File: src/dqip_pkg.sv
// Shared types and constants for the dotted-quad IPv4 detector.
// No dependencies; imported by dqip_scan, dotted_quad_ipv4_detector and the dv files.
`timescale 1ns / 1ps
`default_nettype none

package dqip_pkg;

    // Character codes
    localparam logic [7:0] CH_NUL   = 8'h00;
    localparam logic [7:0] CH_DOT   = 8'h2E;
    localparam logic [7:0] CH_ZERO  = 8'h30;
    localparam logic [7:0] CH_NINE  = 8'h39;

    // Octet arithmetic
    localparam int         VALUE_W     = 9;
    localparam int         PROD_W      = 13;
    localparam int         NUM_OCTETS  = 4;
    localparam logic [1:0] LAST_OCTET  = 2'd3;
    localparam logic [VALUE_W-1:0] VALUE_MAX = 9'd511;
    localparam logic [VALUE_W-1:0] OCTET_MAX = 9'd255;

    // Noise patterns
    localparam logic [VALUE_W-1:0] LOOPBACK_FIRST = 9'd127;
    localparam logic [VALUE_W-1:0] VERSION_FIRST  = 9'd2;
    localparam logic [VALUE_W-1:0] VERSION_SECOND = 9'd5;

    typedef logic [VALUE_W-1:0] octet_t;

    // Per-string scan control state
    typedef struct packed {
        logic [1:0]            idx;
        logic [NUM_OCTETS-1:0] opened;
        logic                  closed;
        logic                  stopped;
        logic                  rejected;
    } scan_state_t;

    // Verdict for one string
    typedef struct packed {
        logic        is_ip;
        logic [31:0] address;
    } verdict_t;

endpackage

`default_nettype wire

File: src/dqip_scan.sv
// Per-byte scanner: octet index, opened flags, saturating octet values,
// and the end-of-string verdict. Depends on dqip_pkg.
`timescale 1ns / 1ps
`default_nettype none

module dqip_scan
    import dqip_pkg::*;
(
    input  wire logic       clk,
    input  wire logic       rst_n,
    input  wire logic       step,        // consume one byte this cycle
    input  wire logic [7:0] ch,
    input  wire logic       last,
    input  wire logic       show_noise,
    output verdict_t        verdict      // valid in the cycle the last byte steps
);

    scan_state_t st_reg, st_next, st_upd;
    octet_t      val_reg [NUM_OCTETS];
    octet_t      val_next [NUM_OCTETS];
    octet_t      val_upd [NUM_OCTETS];
    octet_t      cur;
    logic [PROD_W-1:0] prod;
    logic        is_digit;
    logic        noise;
    logic        in_range;

    // Multiply current octet by ten and add the digit
    assign cur  = val_reg[st_reg.idx];
    assign prod = {1'b0, cur, 3'b000} + {3'b000, cur, 1'b0} + {9'b0, ch[3:0]};
    assign is_digit = ch inside {[CH_ZERO:CH_NINE]};

    // Apply one byte to the scan state
    always_comb
    begin
        st_upd = st_reg;
        for (int i = 0; i < NUM_OCTETS; i++)
        begin
            val_upd[i] = val_reg[i];
        end
        if (!st_reg.stopped && !st_reg.rejected)
        begin
            if (ch == CH_NUL)
            begin
                st_upd.stopped = 1'b1;
            end
            else
            begin
                st_upd.opened[st_reg.idx] = 1'b1;
                if (ch == CH_DOT)
                begin
                    if (st_reg.idx == LAST_OCTET)
                    begin
                        st_upd.rejected = 1'b1;
                        st_upd.stopped  = 1'b1;
                    end
                    else
                    begin
                        st_upd.idx    = st_reg.idx + 2'd1;
                        st_upd.closed = 1'b0;
                    end
                end
                else if (is_digit)
                begin
                    if (!st_reg.closed)
                    begin
                        val_upd[st_reg.idx] = (prod > {4'b0, VALUE_MAX}) ?
                                              VALUE_MAX : prod[VALUE_W-1:0];
                    end
                end
                else
                begin
                    st_upd.closed  = 1'b1;
                    st_upd.stopped = 1'b1;
                end
            end
        end
    end

    // Judge the updated state
    always_comb
    begin
        noise = ((val_upd[0] == LOOPBACK_FIRST) && (val_upd[1] == '0) &&
                 (val_upd[2] == '0) && (val_upd[3] == 9'd1)) ||
                ((val_upd[0] == OCTET_MAX) && (val_upd[1] == OCTET_MAX) &&
                 (val_upd[2] == OCTET_MAX) && (val_upd[3] == OCTET_MAX)) ||
                (val_upd[3] == '0) ||
                ((val_upd[0] == VERSION_FIRST) && (val_upd[1] == VERSION_SECOND));
        in_range = (val_upd[0] != '0) && (val_upd[0] <= OCTET_MAX) &&
                   (val_upd[1] <= OCTET_MAX) && (val_upd[2] <= OCTET_MAX) &&
                   (val_upd[3] <= OCTET_MAX);
        verdict.is_ip = !st_upd.rejected && (&st_upd.opened) && in_range &&
                        (show_noise || !noise);
        verdict.address = verdict.is_ip ?
                          {val_upd[0][7:0], val_upd[1][7:0],
                           val_upd[2][7:0], val_upd[3][7:0]} : 32'd0;
    end

    // Advance on each byte; clear after the last one
    always_comb
    begin
        st_next = st_reg;
        for (int i = 0; i < NUM_OCTETS; i++)
        begin
            val_next[i] = val_reg[i];
        end
        if (step)
        begin
            if (last)
            begin
                st_next = '0;
                for (int i = 0; i < NUM_OCTETS; i++)
                begin
                    val_next[i] = '0;
                end
            end
            else
            begin
                st_next = st_upd;
                for (int i = 0; i < NUM_OCTETS; i++)
                begin
                    val_next[i] = val_upd[i];
                end
            end
        end
    end

    always_ff @(posedge clk or negedge rst_n)
    begin
        if (!rst_n)
        begin
            st_reg <= '0;
            for (int i = 0; i < NUM_OCTETS; i++)
            begin
                val_reg[i] <= '0;
            end
        end
        else
        begin
            st_reg <= st_next;
            for (int i = 0; i < NUM_OCTETS; i++)
            begin
                val_reg[i] <= val_next[i];
            end
        end
    end

endmodule

`default_nettype wire

File: src/dotted_quad_ipv4_detector.sv
// Top level of the dotted-quad IPv4 detector: stream ports, input and
// result registers, noise-filter register. Depends on dqip_pkg, dqip_scan.
`timescale 1ns / 1ps
`default_nettype none

// Takes a string one byte per request on the slave stream and, for the byte
// flagged by s_tlast, emits one result on the master stream: m_tuser says
// whether the string is a dotted-quad IPv4 address and m_tdata carries the
// address (first octet in the top byte, zero when not an address). Bytes
// without s_tlast produce no result. One byte is taken every clock cycle
// unless stalled, through input and result registers. The only stall
// comes from the output register: a last byte waits in the input register
// while a previous result is still unclaimed. cfg_data bit 0 set to 1 shows
// loopback, broadcast, zero-host and "2.5." addresses that are otherwise
// filtered; write it only while no string is in flight.
module dotted_quad_ipv4_detector
    import dqip_pkg::*;
(
    input  wire logic        clk,
    input  wire logic        rst_n,
    // configuration
    input  wire logic        cfg_valid,
    output logic             cfg_ready,
    input  wire logic        cfg_data,    // [0] show_common_noise
    // byte stream in
    input  wire logic        s_tvalid,
    output logic             s_tready,
    input  wire logic [7:0]  s_tdata,     // [7:0] ch
    input  wire logic        s_tlast,     // last
    // verdict stream out
    output logic             m_tvalid,
    input  wire logic        m_tready,
    output logic [31:0]      m_tdata,     // [31:0] address
    output logic             m_tuser      // [0] is_ip
);

    logic        noise_reg;
    logic        in_valid_reg;
    logic [7:0]  in_ch_reg;
    logic        in_last_reg;
    logic        out_valid_reg;
    logic [31:0] out_addr_reg;
    logic        out_is_ip_reg;
    logic        advance;
    logic        out_free;
    verdict_t    verdict;

    // Hold a last byte while the result register is still occupied
    assign out_free  = !out_valid_reg || m_tready;
    assign advance   = in_valid_reg && (!in_last_reg || out_free);
    assign s_tready  = !in_valid_reg || advance;
    assign cfg_ready = 1'b1;

    dqip_scan u_scan (
        .clk        (clk),
        .rst_n      (rst_n),
        .step       (advance),
        .ch         (in_ch_reg),
        .last       (in_last_reg),
        .show_noise (noise_reg),
        .verdict    (verdict)
    );

    // Configuration register
    always_ff @(posedge clk or negedge rst_n)
    begin
        if (!rst_n)
        begin
            noise_reg <= 1'b0;
        end
        else if (cfg_valid && cfg_ready)
        begin
            noise_reg <= cfg_data;
        end
    end

    // Input register
    always_ff @(posedge clk or negedge rst_n)
    begin
        if (!rst_n)
        begin
            in_valid_reg <= 1'b0;
        end
        else if (s_tready)
        begin
            in_valid_reg <= s_tvalid;
        end
    end

    always_ff @(posedge clk)
    begin
        if (s_tready && s_tvalid)
        begin
            in_ch_reg   <= s_tdata;
            in_last_reg <= s_tlast;
        end
    end

    // Result register
    always_ff @(posedge clk or negedge rst_n)
    begin
        if (!rst_n)
        begin
            out_valid_reg <= 1'b0;
        end
        else if (advance && in_last_reg)
        begin
            out_valid_reg <= 1'b1;
        end
        else if (m_tready)
        begin
            out_valid_reg <= 1'b0;
        end
    end

    always_ff @(posedge clk)
    begin
        if (advance && in_last_reg)
        begin
            out_is_ip_reg <= verdict.is_ip;
            out_addr_reg  <= verdict.address;
        end
    end

    assign m_tvalid = out_valid_reg;
    assign m_tdata  = out_addr_reg;
    assign m_tuser  = out_is_ip_reg;

endmodule

`default_nettype wire

File: config.mk
export PLATFORM = sky130hd
export DESIGN_NAME = dotted_quad_ipv4_detector
export DESIGN_NICKNAME = d
export VERILOG_FILES = /design/src/dqip_pkg.sv /design/src/dqip_scan.sv /design/src/dotted_quad_ipv4_detector.sv
export SDC_FILE = /design/constraint.sdc
export NUM_CORES = 1
export LEC_CHECK = 0
export CORE_ASPECT_RATIO = 0.7
export CORE_MARGIN = 3
export CORE_UTILIZATION = 58
export DETAILED_ROUTE_END_ITERATION = 10
export DONT_BUFFER_PORTS = 1
export GPL_ROUTABILITY_DRIVEN = 0
export GPL_TIMING_DRIVEN = 0
export PLACE_DENSITY = 0.76
export SLEW_MARGIN = 20
export SYNTH_ARGS = -nofsm -noshare
export SYNTH_HDL_FRONTEND = slang
export SYNTH_SLANG_ARGS = --single-unit
File: constraint.sdc
create_clock -name clk -period 4.6 [get_ports clk]
set_input_delay 0.23 -clock clk [delete_from_list [all_inputs] [get_ports clk]]
set_output_delay 0.23 -clock clk [all_outputs]
set_load 0.02 [all_outputs]
==> results.json <==
{
  "status": "complete, but fails checks",
  "violations": "negative setup slack",
  "num_rows": 29,
  "holdCritPathClass": "primary input to register",
  "cts-root-buf": "clkbuf_16",
  "antenna_left": 0,
  "drc": 0,
  "drtIter0Drc": 995,
  "post-route-min-period_ns": 4.74,
  "rrSetupSlack_ns": -0.14,
  "cp-start-kind": "register",
  "met1_usage_pct": 45.1,
  "syn-num-nets": 567,
  "die_x_microns": 123,
  "dieArea_sq_um": 10800,
  "stdcell_count": 712,
  "area_delta_synth_final_pct": 27.8,
  "slew_violations": 0,
  "ir_worst_vdd_mv": 0.214,
  "htree_levels": 3,
  "busiest_layer": "met2",
  "dp.cells": 654,
  "rsz0062_at_grt": "true",
  "die_h_microns": 88.0,
  "end_kind": "register",
  "arrival_ns": 4.78,
  "clock_latency_ns": 0.35,
  "drv_cap": 0,
  "numClockSinks": 90,
  "core_area_sq_um": 9220,
  "pwr-share-clk_pct": 40.3,
  "final-setup-viol-count": 34,
  "grt_max_degree": 49,
  "grt_pass1_wl_microns": 26700,
  "synthCells": 529,
  "tightest_slew_ns": 1.08,
  "clock_skew_ns": 0.00949,
  "drt_wl_total_microns": 19400,
  "rr_startpoint": "u_scan.st_reg[7]$_DFFE_PN0P_",
  "min_to": "noise_reg$_DFFE_PN0P_",
  "synth_area_sq_um": 5570,
  "ios": 51,
  "whs_ns": 0.0321,
  "sequentialPowerShare_pct": 49.3,
  "required_ns": 4.64,
  "path_delay_family": "compound AO/OA/AOI/OAI gates",
  "slew_headroom_pct": 27.9,
  "grt_pass1_vias": 4827,
  "finish.net_count": 621,
  "hold_depth": 1,
  "drive_above_1_share_pct": 26.2,
  "path_class": "register to register",
  "portBuffers": 0,
  "crit_slowest_cell": "mux4_2",
  "worst_slack_ns": -0.140,
  "p_sw_share_pct": 25.9,
  "finalHoldViolations": 0,
  "n_antenna_cell": 0,
  "max_stage_delay_ns": 0.59,
  "wire_per_inst_microns": 27.3,
  "place_hpwl_microns": 12100,
  "max_clock_freq_mhz": 211,
  "use_met3_pct": 14.5,
  "largest_reg_flops": 36,
  "worstSetupStartpoint": "u_scan.st_reg[7]$_DFFE_PN0P_",
  "crit_buf_inv": 5,
  "intPower_w": 0.00136,
  "ys_warn_count": 0,
  "period_share_pct": 103,
  "ys.flop_type": "dfrtp_1",
  "initial_core_util_pct": 60.4,
  "critPathMaxFanout": 9,
  "critical_path.cell_chain": "buf_12, mux4_2, ha_4, ha_4, fa_2, a21o_1, a221oi_2, o21ai_1, a32oi_2, buf_6, buf_6, buf_4, a32oi_1, a2111oi_2, nand4b_1, nor2_4, buf_12, a2111oi_4",
  "via_per_inst": 7.59,
  "numCtsBuffers": 9,
  "p_leak_nw": 2.57,
  "holdCritStartpoint": "cfg_data",
  "antenna_found_initial": 0,
  "async_reset_ff_share_pct": 53.3,
  "r2r_end": "m_tdata[24]$_SDFFCE_PN0P_",
  "synth_area_per_cell_sq_um": 10.5,
  "yosysTopAreaCellShare_pct": 22.7,
  "grt_usage_pct": 32.7,
  "dr.pass1.iters": 8,
  "place_ws_ns": -0.754,
  "pwr-share-comb_pct": 10.4,
  "clock_path_buffers": 2,
  "ys_types": 75,
  "dr_total_vias": 5404,
  "p_sw_w": 0.000475,
  "cts_tree": "built",
  "overflow": 0,
  "post-route-util_pct": 77.2,
  "ys_ff_latch": 90,
  "synthTopCellsByArea": "edfxtp_1 (23%), dfrtp_1 (22%), a2111oi_2 (6.5%)",
  "pwr_density_cell_nw_per_um2": 258,
  "rr_worst_depth": 18,
  "met2_usage_pct": 45.7,
  "ys_seq_area_share_pct": 44.2,
  "synth_edf_count": 42,
  "yosysTopAreaCell": "edfxtp_1",
  "path_clk_slew_ns": 0.06
}
-- area by class of cell --
type	count	area, sq um
Clock inverter	4	53.8
Timing Repair Buffer	44	529
Inverter	17	63.8
Fill cell	536	2100
Multi-Input combinational cell	388	3320
Clock buffer	12	236
Buffer	33	290
Tap cell	124	155
Sequential cell	90	2460
-- kinds of logic (layout without fill, tap and decap cells) --
group / count (synthesis) / after routing / share of synthesized area, %
AND/OR/NAND/NOR: 192 / 192 / 17.7
AO/OA/AOI/OAI: 158 / 158 / 23.0
flip-flops: 90 / 90 / 44.2
buffers and inverters: 51 / 110 / 5.03
adder cells (fa/ha/maj): 23 / 23 / 5.44
multiplexers: 10 / 10 / 3.84
XOR/XNOR: 4 / 4 / 0.629
other: 1 / 1 / 0.0674
-- power by group through the flow --
stage | clock network [W] | logic (W) | registers (W)
floorplan | 0 | 0.0000859 | 0.000914
global placement | 0 | 0.000116 | 0.000919
detailed placement | 0 | 0.000122 | 0.000920
CTS | 0.000734 | 0.000148 | 0.000904
global route | 0.000772 | 0.000200 | 0.000907
finish | 0.000740 | 0.000192 | 0.000904
-- what timing repair did --
| item | in CTS | in global routing |
|---|---|---|
| hold buffers | 12 | 0 |
| gates resized for setup | 28 | 74 |
| setup endpoints to repair | 57 | 45 |
| setup buffers | 8 | 18 |
| pin swaps | 6 | 26 |
| endpoints found under the hold margin | 58 | 0 |
| gates cloned | 0 | 5 |
-- layer usage --
metal	share of wire, %	vias to the layer above
li1	-	2151
met1	37	2517
met2	40	553
met3	16	183
met4	6.9	0
met5	0	-
-- worst max-delay path by stage --
stage / endpoint / slack, ns / cells after the start
floorplan: m_tdata[15]$_SDFFCE_PN0P_ / 0.15 / 17
global placement: m_tdata[15]$_SDFFCE_PN0P_ / -0.66 / 17
global route: m_tdata[28]$_SDFFCE_PN0P_ / -0.16 / 18
finish: m_tdata[24]$_SDFFCE_PN0P_ / -0.14 / 18
detailed placement: m_tdata[15]$_SDFFCE_PN0P_ / -0.75 / 17
CTS: m_tdata[9]$_SDFFCE_PN0P_ / -0.01 / 17
-- layout by cell type, fill, tap and decap left out, drive strengths merged, types with 6 or more instances in the layout --
cell type,count
a31oi,8
nand4,10
a21oi,23
and3,10
clkbuf,29
nor4,12
or3,7
nor3,8
a2111oi,29
o21ai,46
a21o,6
nor2,61
dlygate4sd3,11
edfxtp,42
mux4,9
a22o,7
nand2,52
dfrtp,48
ha,21
buf,49
inv,18
nand3,11
-- synthesized netlist by cell type (all sizes together), types with 2 or more instances --
cell type,count
nor2,61
nand2,52
dfrtp,48
o21ai,46
edfxtp,42
a2111oi,29
a21oi,23
ha,21
buf,20
inv,17
clkbuf,14
nor4,12
nand3,11
and3,10
nand4,10
mux4,9
a31oi,8
nor3,8
a22o,7
or3,7
a21o,6
and2,4
o211ai,4
o31ai,4
o41ai,4
a211oi,3
a22oi,3
a32oi,3
and4,3
nand4b,3
o21a,3
xor2,3
fa,2
nand2b,2
nand3b,2
nor3b,2
o22ai,2
or4,2
-- per-stage QoR --
step,setup TNS [ns],power [W],instance area [sq um]
after CTS,-0.0353,0.00178,6370
final,-2.18,0.00184,7110
after floorplan,0,0.00100,5570
after detailed placement,-26.56,0.00104,5750
after global routing,-4.08,0.00188,7110
after global placement,-22.41,0.00104,5720
Power figures use the tool's default switching activity.
